## src/design/lcfg_pkg.sv

```systemverilog
// Shared types, constants and color tables for the lamp color frame generator.
`default_nettype none

package lcfg_pkg;

  localparam int unsigned ModeW   = 3;
  localparam int unsigned LevelW  = 3;
  localparam int unsigned RangeW  = 16;
  localparam int unsigned DistW   = 16;
  localparam int unsigned LightW  = 12;
  localparam int unsigned SelW    = 3;
  localparam int unsigned ChanW   = 8;
  localparam int unsigned PhaseW  = 4;
  localparam int unsigned CfgIdxW = 2;
  localparam int unsigned CfgDataW = 16;

  // Brightness is light * 255 / 4095. Since 4095 is 2^12 - 1, x / 4095 equals
  // (x + (x >> 12) + 1) >> 12 for every product x that can occur here.
  localparam int unsigned ProdW     = LightW + ChanW;
  localparam int unsigned FoldShift = LightW;
  localparam int unsigned QuoW      = ChanW;

  localparam logic [ChanW-1:0]  BreathInc    = ChanW'(3);
  localparam logic [ChanW-1:0]  BreathTop    = ChanW'(252);
  localparam logic [PhaseW-1:0] PhaseLast    = PhaseW'(13);

  localparam logic [RangeW-1:0] NightRangeRst = RangeW'(200);
  localparam logic [RangeW-1:0] StudyRangeRst = RangeW'(120);

  typedef enum logic [ModeW-1:0] {
    ModeNormal = 3'd0,
    ModeCold   = 3'd1,
    ModeWarm   = 3'd2,
    ModeBreath = 3'd3,
    ModeNight  = 3'd4,
    ModeStudy  = 3'd5,
    ModeAuto   = 3'd6
  } lamp_mode_e;

  typedef enum logic [CfgIdxW-1:0] {
    CfgMode  = 2'd0,
    CfgLevel = 2'd1,
    CfgNight = 2'd2,
    CfgStudy = 2'd3
  } cfg_index_e;

  typedef enum logic [1:0] {
    StIdle  = 2'd0,
    StScale = 2'd1,
    StHold  = 2'd2
  } lcfg_state_e;

  typedef struct packed {
    logic [ChanW-1:0] r;
    logic [ChanW-1:0] g;
    logic [ChanW-1:0] b;
  } rgb_t;

  // Channel enable mask: bit 0 red, bit 1 green, bit 2 blue.
  typedef logic [2:0] chan_mask_t;

  localparam rgb_t DimNormal = '{r: 8'h44, g: 8'h44, b: 8'h11};
  localparam rgb_t Black     = '{r: 8'h00, g: 8'h00, b: 8'h00};

  function automatic rgb_t static_color(input logic [ModeW-1:0] mode,
                                        input logic [LevelW-1:0] level);
    rgb_t c;
    c = Black;
    case (mode)
      ModeNormal: begin
        case (level)
          3'd1: c = '{r: 8'h44, g: 8'h44, b: 8'h11};
          3'd2: c = '{r: 8'h77, g: 8'h77, b: 8'h11};
          3'd3: c = '{r: 8'hBB, g: 8'hBB, b: 8'h11};
          3'd4: c = '{r: 8'hEE, g: 8'hEE, b: 8'h00};
          default: c = Black;
        endcase
      end
      ModeCold: begin
        case (level)
          3'd1: c = '{r: 8'h55, g: 8'h55, b: 8'h99};
          3'd2: c = '{r: 8'h77, g: 8'h77, b: 8'hBB};
          3'd3: c = '{r: 8'h99, g: 8'h99, b: 8'hDD};
          3'd4: c = '{r: 8'hBB, g: 8'hBB, b: 8'hFF};
          default: c = Black;
        endcase
      end
      ModeWarm: begin
        case (level)
          3'd1: c = '{r: 8'h33, g: 8'h33, b: 8'h44};
          3'd2: c = '{r: 8'h44, g: 8'h44, b: 8'h77};
          3'd3: c = '{r: 8'hAA, g: 8'hAA, b: 8'h88};
          3'd4: c = '{r: 8'hEE, g: 8'hEE, b: 8'hFF};
          default: c = Black;
        endcase
      end
      default: c = Black;
    endcase
    return c;
  endfunction

  function automatic chan_mask_t phase_mask(input logic [PhaseW-2:0] pair);
    chan_mask_t m;
    case (pair)
      3'd0: m = 3'b010;
      3'd1: m = 3'b001;
      3'd2: m = 3'b100;
      3'd3: m = 3'b011;
      3'd4: m = 3'b110;
      3'd5: m = 3'b101;
      3'd6: m = 3'b111;
      default: m = 3'b000;
    endcase
    return m;
  endfunction

  // Palette entries are full-scale or zero per channel, so a mask says it all.
  function automatic chan_mask_t palette_mask(input logic [SelW-1:0] sel);
    chan_mask_t m;
    case (sel)
      3'd1: m = 3'b110;
      3'd2: m = 3'b011;
      3'd3: m = 3'b101;
      3'd4: m = 3'b100;
      3'd5: m = 3'b001;
      3'd6: m = 3'b010;
      default: m = 3'b111;
    endcase
    return m;
  endfunction

endpackage

`default_nettype wire

```

## src/design/lcfg_scale_div.sv

```systemverilog
// Brightness scaler that forms light * 255 / 4095 with one shared adder used in two passes.
`default_nettype none

module lcfg_scale_div
  import lcfg_pkg::*;
(
  input  wire logic              clk_i,
  input  wire logic              rst_ni,
  input  wire logic              start_i,
  input  wire logic [LightW-1:0] light_i,
  output logic                   done_o,
  output logic [QuoW-1:0]        quotient_o
);

  logic             busy_q, busy_d;
  logic [ProdW-1:0] acc_q, acc_d;
  logic [ProdW-1:0] op_a, op_b;
  logic [ProdW-1:0] sum;

  // The first pass forms light * 256 - light. The second adds that value
  // shifted right by twelve plus one, which leaves the quotient in the top byte.
  always_comb begin
    if (start_i) begin
      op_a = {light_i, ChanW'(0)};
      op_b = ~ProdW'(light_i);
    end else begin
      op_a = acc_q;
      op_b = acc_q >> FoldShift;
    end
    sum    = op_a + op_b + ProdW'(1);
    busy_d = start_i;
    acc_d  = (start_i || busy_q) ? sum : acc_q;
    done_o = busy_q;
  end

  always_ff @(posedge clk_i or negedge rst_ni) begin
    if (!rst_ni) begin
      busy_q <= 1'b0;
    end else begin
      busy_q <= busy_d;
    end
  end

  always_ff @(posedge clk_i) begin
    acc_q <= acc_d;
  end

  assign quotient_o = acc_q[ProdW-1:FoldShift];

endmodule

`default_nettype wire

```

## src/design/lamp_color_frame_generator_unit.sv

```systemverilog
// Top level of the lamp color frame generator: registers, sequencer and output stage.
`default_nettype none

// Each accepted beat is one frame tick and yields one color beat for the whole
// strip. A tick is accepted only while the unit is idle. The auto-mode brightness
// light * 255 / 4095 comes from one shared adder used twice: it forms light * 255
// in the accepting cycle and folds the high bits back in on the next cycle. The
// hold state moves the result into the output register once that is free, and no
// new tick is taken before then, so a stalled output holds off the next tick. In
// breathing mode the phase and level advance on each accepted tick. Configuration
// writes are taken at any time but must only be made while the unit is idle.

module lamp_color_frame_generator_unit
  import lcfg_pkg::*;
(
  input  wire logic                clk_i,
  input  wire logic                rst_ni,
  input  wire logic                cfg_we_i,
  input  wire logic [CfgIdxW-1:0]  cfg_index_i,
  input  wire logic [CfgDataW-1:0] cfg_data_i,
  input  wire logic                in_valid_i,
  output logic                     in_stall_o,
  input  wire logic [DistW-1:0]    distance_cm_i,
  input  wire logic [LightW-1:0]   light_level_i,
  input  wire logic [SelW-1:0]     color_select_i,
  input  wire logic                breath_restart_i,
  output logic                     out_valid_o,
  input  wire logic                out_stall_i,
  output logic [ChanW-1:0]         red_o,
  output logic [ChanW-1:0]         green_o,
  output logic [ChanW-1:0]         blue_o,
  output logic                     refresh_o
);

  logic [ModeW-1:0]  mode_q;
  logic [LevelW-1:0] level_q;
  logic [RangeW-1:0] night_q;
  logic [RangeW-1:0] study_q;

  logic [ChanW-1:0]  blevel_q, blevel_d;
  logic [PhaseW-1:0] bphase_q, bphase_d;

  lcfg_state_e state_q, state_d;

  rgb_t        color_q, color_d;
  logic        refresh_q, refresh_d;
  logic        auto_q, auto_d;
  chan_mask_t  amask_q, amask_d;

  logic        out_valid_q, out_valid_d;
  rgb_t        out_color_q, out_color_d;
  logic        out_refresh_q, out_refresh_d;

  logic              in_accept;
  logic              out_free;
  logic              div_done;
  logic [QuoW-1:0]   div_quo;

  logic [ChanW-1:0]  lvl0, lvl1, bval;
  logic [PhaseW-1:0] ph0, ph1;
  chan_mask_t        bmask;
  rgb_t              scaled;

  assign in_accept = in_valid_i && !in_stall_o;
  assign out_free  = !out_valid_q || !out_stall_i;

  always_ff @(posedge clk_i or negedge rst_ni) begin
    if (!rst_ni) begin
      mode_q  <= ModeNormal;
      level_q <= '0;
      night_q <= NightRangeRst;
      study_q <= StudyRangeRst;
    end else if (cfg_we_i) begin
      case (cfg_index_i)
        CfgMode:  mode_q  <= cfg_data_i[ModeW-1:0];
        CfgLevel: level_q <= cfg_data_i[LevelW-1:0];
        CfgNight: night_q <= cfg_data_i[RangeW-1:0];
        CfgStudy: study_q <= cfg_data_i[RangeW-1:0];
        default: ;
      endcase
    end
  end

  // Breathing step and the color chosen at acceptance.
  always_comb begin
    lvl0 = breath_restart_i ? '0 : blevel_q;
    ph0  = breath_restart_i ? '0 : bphase_q;
    lvl1 = lvl0 + BreathInc;
    ph1  = ph0;
    if (lvl1 >= BreathTop) begin
      ph1  = (ph0 >= PhaseLast) ? '0 : (ph0 + PhaseW'(1));
      lvl1 = '0;
    end
    bval  = ph1[0] ? ~lvl1 : lvl1;
    bmask = phase_mask(ph1[PhaseW-1:1]);

    color_d   = color_q;
    refresh_d = refresh_q;
    auto_d    = auto_q;
    amask_d   = amask_q;
    blevel_d  = blevel_q;
    bphase_d  = bphase_q;
    if (in_accept) begin
      blevel_d  = lvl0;
      bphase_d  = ph0;
      color_d   = Black;
      refresh_d = 1'b0;
      auto_d    = 1'b0;
      amask_d   = palette_mask(color_select_i);
      case (mode_q)
        ModeNormal, ModeCold, ModeWarm: begin
          color_d = static_color(mode_q, level_q);
        end
        ModeBreath: begin
          blevel_d  = lvl1;
          bphase_d  = ph1;
          color_d.r = bmask[0] ? bval : '0;
          color_d.g = bmask[1] ? bval : '0;
          color_d.b = bmask[2] ? bval : '0;
          refresh_d = 1'b1;
        end
        ModeNight: begin
          if ((distance_cm_i != '0) && (distance_cm_i <= night_q)) begin
            color_d = DimNormal;
          end
          refresh_d = 1'b1;
        end
        ModeStudy: begin
          if ((distance_cm_i != '0) && (distance_cm_i <= study_q)) begin
            color_d = DimNormal;
          end
          refresh_d = 1'b1;
        end
        ModeAuto: begin
          auto_d    = 1'b1;
          refresh_d = 1'b1;
        end
        default: ;
      endcase
    end
  end

  always_comb begin
    scaled.r = amask_q[0] ? div_quo : '0;
    scaled.g = amask_q[1] ? div_quo : '0;
    scaled.b = amask_q[2] ? div_quo : '0;

    state_d       = state_q;
    out_valid_d   = out_valid_q;
    out_color_d   = out_color_q;
    out_refresh_d = out_refresh_q;
    in_stall_o    = (state_q != StIdle);
    if (out_valid_q && !out_stall_i) begin
      out_valid_d = 1'b0;
    end
    case (state_q)
      StIdle: begin
        if (in_valid_i) begin
          state_d = StScale;
        end
      end
      StScale: begin
        if (div_done) begin
          state_d = StHold;
        end
      end
      StHold: begin
        if (out_free) begin
          out_valid_d   = 1'b1;
          out_color_d   = auto_q ? scaled : color_q;
          out_refresh_d = refresh_q;
          state_d       = StIdle;
        end
      end
      default: state_d = StIdle;
    endcase
  end

  always_ff @(posedge clk_i or negedge rst_ni) begin
    if (!rst_ni) begin
      state_q     <= StIdle;
      out_valid_q <= 1'b0;
      blevel_q    <= '0;
      bphase_q    <= '0;
    end else begin
      state_q     <= state_d;
      out_valid_q <= out_valid_d;
      blevel_q    <= blevel_d;
      bphase_q    <= bphase_d;
    end
  end

  always_ff @(posedge clk_i) begin
    color_q       <= color_d;
    refresh_q     <= refresh_d;
    auto_q        <= auto_d;
    amask_q       <= amask_d;
    out_color_q   <= out_color_d;
    out_refresh_q <= out_refresh_d;
  end

  lcfg_scale_div u_scale_div (
    .clk_i      (clk_i),
    .rst_ni     (rst_ni),
    .start_i    (in_accept),
    .light_i    (light_level_i),
    .done_o     (div_done),
    .quotient_o (div_quo)
  );

  assign out_valid_o = out_valid_q;
  assign red_o       = out_color_q.r;
  assign green_o     = out_color_q.g;
  assign blue_o      = out_color_q.b;
  assign refresh_o   = out_refresh_q;

`ifndef NO_ASSERTIONS
  a_accept_starts_scale: assert property (@(posedge clk_i) disable iff (!rst_ni)
    in_accept |=> (state_q == StScale))
    else $error("accepted beat did not start the scaling sequence");

  a_done_only_in_scale: assert property (@(posedge clk_i) disable iff (!rst_ni)
    div_done |-> (state_q == StScale))
    else $error("scaler finished outside the scaling state");

  a_hold_loads_output: assert property (@(posedge clk_i) disable iff (!rst_ni)
    ((state_q == StHold) && out_free) |=> (out_valid_q && (state_q == StIdle)))
    else $error("result was not moved to the output register");

  a_phase_in_range: assert property (@(posedge clk_i) disable iff (!rst_ni)
    bphase_q <= PhaseLast)
    else $error("breathing phase left its range");
`endif

endmodule

`default_nettype wire
```

## config.mk

```make
export PLATFORM = sky130hd
export DESIGN_NAME = lamp_color_frame_generator_unit
export DESIGN_NICKNAME = d
export VERILOG_FILES = /design/src/design/lcfg_pkg.sv /design/src/design/lcfg_scale_div.sv /design/src/design/lamp_color_frame_generator_unit.sv
export SDC_FILE = /design/constraint.sdc
export NUM_CORES = 1
export LEC_CHECK = 0
export BUFFER_PORTS_ARGS = -buffer_cell sky130_fd_sc_hd__buf_4
export CAP_MARGIN = 20
export CORE_ASPECT_RATIO = 0.5
export CORE_MARGIN = 4
export CORE_UTILIZATION = 64
export DETAILED_ROUTE_END_ITERATION = 8
export PLACE_DENSITY = 0.84
export SLEW_MARGIN = 20
export SYNTH_ARGS = -nofsm -noshare
export SYNTH_HDL_FRONTEND = slang
export SYNTH_HIERARCHICAL = 1
export SYNTH_SLANG_ARGS = --single-unit
```

## constraint.sdc

```tcl
create_clock -name clk_i -period 6.9 [get_ports clk_i]
set_input_delay 0.345 -clock clk_i [delete_from_list [all_inputs] [get_ports clk_i]]
set_output_delay 0.345 -clock clk_i [all_outputs]
set_load 0.1 [all_outputs]
```

# After elaboration in Yosys (flattened, before gate mapping)
# Index checks and enable logic that the tools add are counted.
[word_totals]
inputBits = 55
reg_bits = 128
output_inout_bits = 27
word_cells = 118
[classes]
n_bitwise = 2
n_mux = 35
n_reduce_logical = 23
magnitude_cmp = 4
n_addsub = 4
n_eq_ne = 30
[op_table]
columns = ["operator", "count"]
rows = [
  ["$pmux 24 s4", 4],
  ["$mux 8", 10],
  ["$pmux 24 s3", 1],
  ["$mux 23", 2],
  ["$mux 20", 2],
  ["$le 16x16->1", 2],
  ["$eq 3x3->1 const B", 10],
  ["$eq 3x2->1 const B", 8],
  ["$mux 24", 1],
  ["$pmux 3 s7", 1],
  ["$add 20x1->20 const B", 1],
  ["$add 20x20->20", 1],
  ["$not 12->20", 1],
  ["$pmux 3 s6", 1],
  ["$mux 4", 4],
  ["$reduce_bool 16->1", 1],
  ["$eq 3x1->1 const B", 4],
  ["$reduce_and 2->1", 5],
  ["$add 8x2->8 const B", 1],
  ["$ge 8x8->1 const B", 1],
  ["$not 8->8", 1],
  ["$eq 2x2->1 const B", 3],
  ["$logic_not 3->1", 2],
  ["$mux 2", 3],
  ["15 further kinds", 28],
]

# Depth between registers and ports, before layout
# Gate-level depths: netlist of the first run.
[logic_depth]
ltp_word = 8
ltp_mapped = 18
ltp_nobuf = 14

# Hierarchy
# The synthesis of the first run kept the hierarchy.
[by_module_without_submodules]
columns = ["mod", "n_inst", "seq_area_each_um2", "area_per_inst_um2", "cells_each"]
rows = [
  ["lamp_color_frame_generator_unit", 1, 2956.6, 5982.0, 561],
  ["lcfg_scale_div", 1, 625.6, 1880.6, 205],
]

# Least setup slack after synthesis of the first run
# OpenSTA, ideal clock, no wires.
[synth_path]
path_kind = "reg-to-reg"
from = "reg state_q[1]"
to = "reg u_scale_div.acc_q[12], data pin"
t_arrival_ps = 4108
setup_slack_ps = 2533
stages_incl_launch_ff = 19
setup_time_ps = 259
t_required_ps = 6641
synth_period_minus_slack_ps = 4367
n_path_buf = 4
path_cell_list = "dfrtp_1 nor2_1 nand2_1 inv_1 buf_6 buf_6 clkbuf_1 clkbuf_1 nand2_1 o21ai_0 ha_1 inv_1 fa_1 a21o_2 a221oi_2 o211ai_1 a31o_1 a21oi_1 xnor2_1"
[synth_via]
elab_chain_cells = 6
word_cells_on_any_way = 7
cone_classes = "2 x add/sub; 2 x mux; 3 x reduce/logical"
[synth_rtl]
columns = ["element", "line", "source"]
rows = [
  ["from (decl)", "lamp_color_frame_generator_unit.sv:43", "lcfg_state_e state_q, state_d;"],
  ["from (signal assigned)", "lamp_color_frame_generator_unit.sv:181", "state_q <= StIdle;"],
  ["from (signal assigned)", "lamp_color_frame_generator_unit.sv:186", "state_q <= state_d;"],
  ["$reduce_bool 2->1 *", "lamp_color_frame_generator_unit.sv:152", "in_stall_o = (state_q != StIdle);"],
  ["$logic_not 1->1 *", "lamp_color_frame_generator_unit.sv:64", "assign in_accept = in_valid_i && !in_stall_o;"],
  ["$logic_and 1x1->1 *", "lamp_color_frame_generator_unit.sv:64", ""],
  ["via in_accept", "lamp_color_frame_generator_unit.sv:54", "logic in_accept;"],
  ["$mux 20", "lcfg_scale_div.sv:23", "if (start_i) begin"],
  ["$add 20x20->20 *", "lcfg_scale_div.sv:30", "sum = op_a + op_b + ProdW'(1);"],
  ["$add 20x1->20 *", "lcfg_scale_div.sv:30", ""],
  ["via u_scale_div.sum[12]", "lcfg_scale_div.sv:18", "logic [ProdW-1:0] sum;"],
  ["to (signal assigned)", "lcfg_scale_div.sv:45", "acc_q <= acc_d;"],
  ["to (decl)", "lcfg_scale_div.sv:16", "logic [ProdW-1:0] acc_q, acc_d;"],
]
# The timed path passes the listed nets; every way through them passes the cells marked *.
# A chain may end at the register's enable or synchronous reset.

# Worst setup path after layout of the first run
[layout_path]
from = "reg state_q[1]"
to = "reg u_scale_div.acc_q[18], data pin"
# The elaborated chain is that of the path after synthesis.

==> flow_summary.ini, run 1 <==
[clock_network]
post_cts_resized = 0
hold_buffers = 1
postCtsSetupBuffers = 0
tritoncts = done
cts_buffer_depth = 2
cts_root_buf = clkbuf_16
cts_sinks = 128
clk_latency_ps = 420
clkTransAtPathRegs_ps = 60
h-tree-depth = 4
numCtsBuffers = 17

[synth]
avgSynthCellArea_um2 = 10.26
syn_nets = 872
synthCells = 766
synth_ff_type = edfxtp_1
synth-seq-area-share_pct = 45.56
ys_ff_latch = 128
async_flop_share_pct = 42.19
synth.distinct_cells = 86
syn_area_um2 = 7863
yosys_warnings = 6
synth_edf_count = 74

[sta]
hold_viol_final = 0
tightest_slew_ps = 914.8
tns_ps = 0
rsz0062_at_grt = false
min_period_ps = 4080
setup_viol = 0
finalCritPeriodShare_pct = 59.13
fmax_mhz = 245.1
finClkSkew_ps = 9.837
final_max_slew_viol_count = 0
relSlewSlack_pct = 38.84

[grt]
top_usage_layer = met2
antenna_found_initial = 0
use_met3_pct = 6.366
grt_pass1_vias = 6165
grt_util_met1_pct = 34.47
grt_usage_pct = 27.06
grt_max_degree = 55
grt_overflow = 0
met2_usage_pct = 46.12
grt_pass1_wl_um = 30080

[run_status]
outcome = finished clean

[placed_design]
dpl-instance-area_um2 = 8523
io_buffer_count = 81
hpwl_um = 12860
routabilityCongestion = 0.9560

[layout]
design_area_um2 = 9135
fin_nets = 943
final_layout_size_suffix_gt1_share_pct = 23.44
antenna_cells = 0
fin_util_pct = 76.69
final_cell_mix = buf_4 (83), edfxtp_1 (74), inv_1 (69), nand2_1 (65), ha_1 (50)
final_common_cell = buf_4
syn2layout_area_growth_pct = 16.18

[routing]
postRouteAntennaNets = 0
drtIter0Drc = 596
dr.pass1.iters = 5
drc = 0
vias = 6158
wl_per_cell_um = 18.10
via_per_inst = 6.073
wl_um = 18350

[power_and_ir_drop]
power.leakage_nw = 3.941
internal_power_mw = 2.210
p_per_area_nw_per_um2 = 389.0
vdd_drop_max_v = 0.0002432
p_sw_mw = 1.344
sw_frac_of_total_pct = 37.81
p_seq_share_pct = 34.8
clkPwrFrac_pct = 25.5
p_comb_share_pct = 39.7
total_power_mw = 3.554

[die]
core_um2 = 11910
pin_count = 82
start_util_pct = 66.01
die_h_um = 86.38
dieArea_um2 = 14230
rows = 28
die_w_um = 164.8

[worst_setup_path]
crit_type = reg2reg
crit_arrival_ps = 4240
worst-path-max-fanout = 42
required_ps = 7060
end_kind = flip-flop
critPathLaunchType = flip-flop

[flow_run]
drv_cap = 0

[worst_hold_path]
worstHoldPathType = in2reg
==> synthesized netlist by cell type (6+ instances only) <==
cell,instances,area (um2)
nor2_1,31,116.4
nand3_1,33,165.2
edfxtp_1,74,2222
nand3b_1,6,45.04
nand2b_1,13,81.33
a21o_1,15,112.6
buf_4,9,67.56
nor3_1,7,35.03
dfrtp_1,47,1176
inv_1,70,262.8
o21ai_1,21,105.1
o21ai_0,49,245.2
nor2b_1,15,93.84
clkbuf_1,21,78.83
xor2_1,9,78.83
ha_1,50,625.6
nand2_1,65,244.0
nand4_1,6,37.54
o211ai_1,10,75.07
a21oi_1,46,230.2
xnor2_1,14,122.6
mux2_2,44,495.5
dfstp_2,7,183.9
==> through the flow <==
step                setup WS, ps  hold WS [ps]  instances
floorplan                   2533         49.41        766
global placement            3020         407.1        981
detailed placement          2933         412.8        981
CTS                         2901         158.9       1013
global route                2563         154.9       1014
finish                      2820         163.2       1014
==> power groups by stage <==
stage | registers [mW] | logic (mW) | clock network [mW]
2_1_floorplan | 1.27 | 1.03 | 0
3_3_place_gp | 1.25 | 1.32 | 0
3_5_place_dp | 1.25 | 1.35 | 0
4_1_cts | 1.24 | 1.38 | 0.915
5_1_grt | 1.26 | 1.55 | 0.958
6_report | 1.24 | 1.41 | 0.907
==> worst max-delay path, stage by stage, from the launching register on <==
cell,delay [ps]
dfrtp_1,400
nor2_1,140
nand2_1,160
inv_2,510
buf_4,570
nor2b_1,170
fa_1,480
a21o_2,220
a221oi_2,440
o21ai_1,240
a21oi_2,210
o2bb2ai_1,150
xnor2_1,100
==> final timing paths <==
check	startpoint	cells after the start	end	slack [ps]
worst min-delay path	cfg_data_i[10]	2	study_q[10]	160
min in group asynchronous	rst_ni	2	night_q[15]	510
worst max register to register	state_q[1]	12	u_scale_div/acc_q[18]	2820
max in group asynchronous	rst_ni	2	blevel_q[7]	5940
worst max-delay path	state_q[1]	12	u_scale_div/acc_q[18]	2820
worst min register to register	refresh_q	0	refresh_o	420
==> layout make-up <==
| type | instances | area [um2] |
|---|---|---|
| Fill cell | 797 | 2776 |
| Multi-Input combinational cell | 534 | 3842 |
| Inverter | 71 | 269.0 |
| Tap cell | 165 | 206.4 |
| Timing Repair Buffer | 85 | 648.1 |
| Clock buffer | 20 | 446.7 |
| Sequential cell | 128 | 3582 |
| Clock inverter | 11 | 140.1 |
==> sequential cells by signal, summed over array words and instances, names as in the netlist <==
name,flops
amask_q,3
auto_q,1
blevel_q,8
blue_o,8
bphase_q,4
color_q,24
green_o,8
level_q,3
mode_q,3
night_q,16
out_valid_o,1
red_o,8
refresh_o,1
refresh_q,1
state_q,2
study_q,16
u_scale_div/acc_q,20
u_scale_div/done_o,1
==> logic make-up after synthesis <==
| kind of cell | Yosys count | share of synthesized area (%) |
|---|---|---|
| buffers and inverters | 104 | 5.617 |
| multiplexers | 48 | 6.875 |
| AND/OR/NAND/NOR | 208 | 13.77 |
| XOR/XNOR | 26 | 3.183 |
| AO/OA/AOI/OAI | 201 | 16.79 |
| flip-flops | 128 | 45.56 |
| adder cells (fa/ha/maj) | 51 | 8.211 |
==> per-layer routing <==
metal / share of wire [%] / vias up
li1: - / 2904
met1: 41 / 2964
met2: 49 / 247
met3: 8.1 / 43
met4: 2.2 / 0
met5: 0 / -
Power figures use the tool's default switching activity.
==> inputs of run 2 (changes only) <==
--- a/config.mk
+++ b/config.mk
@@ -5,13 +5,14 @@
 export SDC_FILE = /design/constraint.sdc
 export NUM_CORES = 1
 export LEC_CHECK = 0
+export ABC_AREA = 1
 export BUFFER_PORTS_ARGS = -buffer_cell sky130_fd_sc_hd__buf_4
 export CAP_MARGIN = 20
 export CORE_ASPECT_RATIO = 0.5
 export CORE_MARGIN = 4
-export CORE_UTILIZATION = 64
+export CORE_UTILIZATION = 54
 export DETAILED_ROUTE_END_ITERATION = 8
-export PLACE_DENSITY = 0.84
+export PLACE_DENSITY = 0.75
 export SLEW_MARGIN = 20
 export SYNTH_ARGS = -nofsm -noshare
 export SYNTH_HDL_FRONTEND = slang
==> constraint.sdc (replaced) <==
create_clock -name clk_i -period 3.35 [get_ports clk_i]
set_input_delay 0.1675 -clock clk_i [delete_from_list [all_inputs] [get_ports clk_i]]
set_output_delay 0.1675 -clock clk_i [all_outputs]
set_load 0.1 [all_outputs]
==> flow_summary.ini, run 2 <==
[worst_setup_path]
timing.rr.end = u_scale_div/acc_q[16]
reg2reg_setup_slack_ps = 350
required_ps = 3510
crit_arrival_ps = 3160
reg2reg_depth = 18
r2r-start = state_q[0]
crit_type = reg2reg
end_kind = flip-flop
critPathLaunchType = flip-flop
worst-path-max-fanout = 15

[grt]
grt_pass1_wl_um = 32380
grt_max_degree = 55
grt_usage_pct = 23.14
grt_overflow = 0
antenna_found_initial = 0
grt_pass1_vias = 6788

[synth]
synth_area_leaders = edfxtp_1 (27%), dfrtp_1 (14%), nand2_1 (13%), inv_1 (7.7%), ha_1 (7.5%)
yosysTopAreaCell = edfxtp_1
synth_top_area_share_pct = 26.81
syn_nets = 1172
synthCells = 1066
yosysMostFrequentCell = nand2_1
synth.distinct_cells = 42
synth_ff_type = edfxtp_1
syn_area_um2 = 8288
async_flop_share_pct = 42.19
ys_ff_latch = 128
synth_edf_count = 74
avgSynthCellArea_um2 = 7.775
synth-seq-area-share_pct = 43.22
synth_common_cells = nand2_1 (277), inv_1 (170), nor2_1 (89)
yosys_warnings = 6

[sta]
final_max_slew_viol_count = 0
hold_viol_final = 0
finClkSkew_ps = 13.22
rsz0062_at_grt = false
final.setup.worst_slack_ps = 349.3
relSlewSlack_pct = 54.62
finalCritPeriodShare_pct = 89.57
fmax_mhz = 333.3
setup_viol = 0
min_period_ps = 3001
tightest_slew_ps = 680.7
tns_ps = 0

[clock_network]
numCtsBuffers = 17
post_cts_resized = 0
postCtsSetupBuffers = 0
clkTransAtPathRegs_ps = 60
clk_latency_ps = 420
cts_sinks = 128
tritoncts = done
cts_root_buf = clkbuf_16
h-tree-depth = 4
hold_buffers = 6
cts_buffer_depth = 2

[layout]
design_area_um2 = 9754
antenna_cells = 0
fin_nets = 1256
final_common_cell = nand2_1
largest_register_ffs = 24
final_cell_mix = nand2_1 (277), inv_1 (169), nor2_1 (89), buf_4 (88), o21ai_0 (82)
nFillCells = 1269
syn2layout_area_growth_pct = 17.69
max_flop_register = color_q
final_layout_size_suffix_gt1_share_pct = 16.68
reg_top3 = color_q (24), u_scale_div/acc_q (20)

[worst_hold_path]
worstHoldPathCells = 3
worstHoldPathType = in2reg
hp-start = cfg_data_i[7]
hold_end = night_q[7]

[routing]
drtIter0Drc = 522
postRouteAntennaNets = 0
drc = 0
wl_um = 19540
wl_per_cell_um = 14.36
dr.pass1.iters = 5
vias = 7090
via_per_inst = 5.209

[die]
core_um2 = 14740
start_util_pct = 56.23
pin_count = 82
die_h_um = 95.60
die_w_um = 183.2
dieArea_um2 = 17510
rows = 31

[placed_design]
pre_cts_ws_ps = 389.8
dpl-instance-area_um2 = 9027
routabilityCongestion = 0.9714
io_buffer_count = 81
hpwl_um = 14520

[power_and_ir_drop]
total_power_mw = 8.143
vdd_drop_max_v = 0.0004281
power.leakage_nw = 4.839
p_per_area_nw_per_um2 = 834.8

[flow_run]
drv_cap = 0

[run_status]
outcome = finished clean
run 2: cell count changes in the layout (fill, tap and decap cells not counted), moves of 14 or more:
cell,previous run,this run
inv_1,69,169
nor2_1,31,89
nor2b_1,15,0
nor2_2,1,15
nand3_1,33,55
nand2_1,65,277
o21ai_0,49,82
nand2_2,0,19
mux2_2,44,1
run 2: how the worst max path moves through the flow:
stage,from,to,slack [ps]
after floorplan,state_q[0],u_scale_div/acc_q[12],10
after global placement,state_q[0],u_scale_div/acc_q[12],490
after detailed placement,state_q[0],u_scale_div/acc_q[12],390
after CTS,state_q[0],u_scale_div/acc_q[16],370
after global routing,state_q[0],u_scale_div/acc_q[14],70
final,state_q[0],u_scale_div/acc_q[16],350
run 2: critical path, cell delays in order (launching register included):
cell	delay, ps
dfrtp_1	400
nor2_1	140
nand2_1	100
inv_2	190
inv_1	270
nand2_1	150
o21ai_0	90
inv_1	80
ha_1	140
inv_1	70
fa_1	460
nand3_1	110
nand3_1	100
nand2_1	70
nand2_1	90
nand3b_1	120
nand2_1	60
nand2_1	50
nand2_1	40
run 2: power breakdown:
part	internal [mW]	leakage (nW)	switching [mW]	total, mW
logic	1.12	3.16	2.41	3.53
registers	2.32	1.37	0.232	2.55
clock network	1.32	0.306	0.739	2.06
run 2: layer usage:
layer	wire [um]	GRT usage, %	vias to the layer above	share of wire (%)
li1	-	-	3604	-
met1	8865	30.39	3247	45
met2	9203	39.58	211	47
met3	1203	4.649	28	6.2
met4	272	6.382	0	1.4
met5	0	0	-	0
run 2: cell type report:
class / instances / area [um2] / area share [%]
multi-input cells: 726 / 3859 / 39.56
flip-flops and latches: 128 / 3582 / 36.72
clock inverters: 14 / 212.7 / 2.181
clock buffers: 18 / 429.2 / 4.400
well taps: 198 / 247.7 / 2.540
inverters: 182 / 688.2 / 7.055
repair buffers: 95 / 735.7 / 7.542
run 2: logic make-up (layout without fill, tap and decap cells):
logic type	after synthesis	count (layout)	share of synthesized area, %
buf+inv	212	309	10.39
simple gates	496	496	26.46
fa+ha+maj	51	51	7.790
mux	1	1	0.1359
flops	128	128	43.22
xor+xnor	12	12	1.268
compound gates	166	166	10.73
run 2: per-stage QoR:
stage	utilization (%)	std cells	hold WS [ps]
after floorplan	-	1066	-128.1
after CTS	66.01	1360	1.411
after global routing	66.18	1361	17.56
final	66.18	1361	8.081
after global placement	61.25	1322	246.2
after detailed placement	61.25	1322	251.1
==> inputs of run 3 (changes only) <==
--- a/config.mk
+++ b/config.mk
@@ -16,5 +16,4 @@
 export SLEW_MARGIN = 20
 export SYNTH_ARGS = -nofsm -noshare
 export SYNTH_HDL_FRONTEND = slang
-export SYNTH_HIERARCHICAL = 1
 export SYNTH_SLANG_ARGS = --single-unit
==> flow_summary.ini, run 3 <==
[synth]
synth_area_leaders = edfxtp_1 (28%), dfrtp_1 (15%), nand2_1 (10%), inv_1 (8.8%), ha_1 (7.6%)
synth-seq-area-share_pct = 45.08
avgSynthCellArea_um2 = 8.067
synth_common_cells = nand2_1 (221), inv_1 (187), o21ai_0 (88)
yosysMostFrequentCell = nand2_1
syn_area_um2 = 7946
async_flop_share_pct = 42.19
synth.distinct_cells = 51
yosys_warnings = 0
ys_ff_latch = 128
synth_edf_count = 74
synth_top_area_share_pct = 27.96
synthCells = 985
yosysTopAreaCell = edfxtp_1
syn_nets = 1089
synth_ff_type = edfxtp_1

[layout]
final_cell_mix = nand2_1 (220), inv_1 (187), buf_4 (91), o21ai_0 (88), edfxtp_1 (74)
syn2layout_area_growth_pct = 19.12
finalNonFillerCells = 1291
reg_top3 = color_q (24), u_scale_div.acc_q (20)
max_flop_register = color_q
nFillCells = 1222
fin_util_pct = 65.60
fin_nets = 1184
final_layout_size_suffix_gt1_share_pct = 15.19
antenna_cells = 0
design_area_um2 = 9465
largest_register_ffs = 24
final_common_cell = nand2_1

[routing]
postRouteAntennaNets = 0
drtIter0Drc = 489
via_per_inst = 5.278
drc = 0
wl_um = 19340
vias = 6814
wl_per_cell_um = 14.98
dr.pass1.iters = 5

[clock_network]
cts_buffer_depth = 2
clk_latency_ps = 430
tritoncts = done
h-tree-depth = 4
cts_root_buf = clkbuf_16
clkTransAtPathRegs_ps = 70
numCtsBuffers = 17
cts_sinks = 128

[grt]
grt_max_degree = 55
grt_pass1_vias = 6794
grt_overflow = 0
antenna_found_initial = 0
grt_pass1_wl_um = 32240
grt_usage_pct = 23.57

[sta]
tightest_slew_ps = 1019
hold_viol_final = 0
holdWs_ps = 9.165
relSlewSlack_pct = 32.09
min_period_ps = 3182
final.setup.worst_slack_ps = 168.3
setup_viol = 0
finalCritPeriodShare_pct = 94.98
finClkSkew_ps = 15.67
final_max_slew_viol_count = 0
fmax_mhz = 314.3

[worst_setup_path]
end_kind = flip-flop
critPathLaunchType = flip-flop
worst-path-max-fanout = 14
required_ps = 3510
crit_arrival_ps = 3340
crit_type = reg2reg

[die]
dieArea_um2 = 16840
pin_count = 82
start_util_pct = 55.07
rows = 31
core_um2 = 14430
die_w_um = 179.6
die_h_um = 93.78

[placed_design]
routabilityCongestion = 0.9811
pre_cts_ws_ps = 199.0
io_buffer_count = 81
place_inst = 1251
hpwl_um = 14340
dpl-instance-area_um2 = 8782

[run_status]
outcome = finished clean

[power_and_ir_drop]
p_per_area_nw_per_um2 = 830.7
vdd_drop_max_v = 0.0003561
power.leakage_nw = 4.705

[worst_hold_path]
worstHoldPathType = in2reg

[flow_run]
drv_cap = 0
==> run 3: layer usage <==
layer	wire (um)	up-vias	global-route usage, %	share of wire [%]
met1	8754	3112	30.86	45
met2	9063	224	40.26	47
met3	1188	32	4.215	6.1
met4	329	0	7.731	1.7
met5	0	-	0	0
li1	-	3446	-	-
==> run 3: repair_timing <==
action                     in CTS  in global routing
buffers inserted                0                  2
gates resized for setup         0                  0
hold buffers                    6                  0
setup endpoints to repair       0                  3
hold endpoints to repair       52                  0
==> run 3: area by class of cell <==
type                            count  area (um2)  share of cell area (%)
Timing Repair Buffer               98       763.2                   8.063
Clock buffer                       17       425.4                   4.494
Multi-Input combinational cell    644        3567                   37.69
Sequential cell                   128        3582                   37.85
Inverter                          191       719.4                   7.601
Clock inverter                     15       160.2                   1.692
Tap cell                          198       247.7                   2.617
==> run 3: worst paths after layout <==
kind	startpoint	endpoint	slack, ps	cells after the start
min reg2reg	refresh_q	refresh_o	420	0
max reg2reg	state_q[0]	u_scale_div.acc_q[16]	170	14
max	state_q[0]	u_scale_div.acc_q[16]	170	14
min	cfg_data_i[3]	study_q[3]	9	3
max in group asynchronous	rst_ni	blevel_q[7]	2590	2
min in group asynchronous	rst_ni	night_q[4]	310	2
==> run 3: worst max-delay path: stages, from the launching register on <==
cell	delay [ps]
dfrtp_1	390
inv_2	70
nand3_1	140
buf_4	210
o21ai_0	110
ha_1	250
fa_1	420
inv_1	110
nand3_1	70
nand2_1	110
a21oi_1	120
o21ai_0	400
a21oi_1	160
o21ai_0	240
xor2_1	100
==> run 3: per-stage QoR <==
| stage | setup TNS, ps | power (mW) |
|---|---|---|
| after floorplan | 0 | 5.086 |
| after global placement | 0 | 5.891 |
| after detailed placement | 0 | 5.952 |
| after CTS | 0 | 7.820 |
| after global routing | -18.54 | 8.409 |
| final | 0 | 7.862 |
==> run 3: power by group <==
part           internal, mW  switching, mW
clock network         0.999          0.843
logic                  1.12           2.31
registers              2.34          0.248
==> run 3: logic make-up after synthesis <==
| logic type | Yosys count | synth area share [%] |
|---|---|---|
| DFF | 128 | 45.08 |
| adders and majority gates | 49 | 7.810 |
| AOI/OAI and AO/OA | 195 | 13.60 |
| xor gates and xnor gates | 16 | 1.763 |
| buffers and inverters | 213 | 10.36 |
| and+or+nand+nor | 384 | 21.38 |
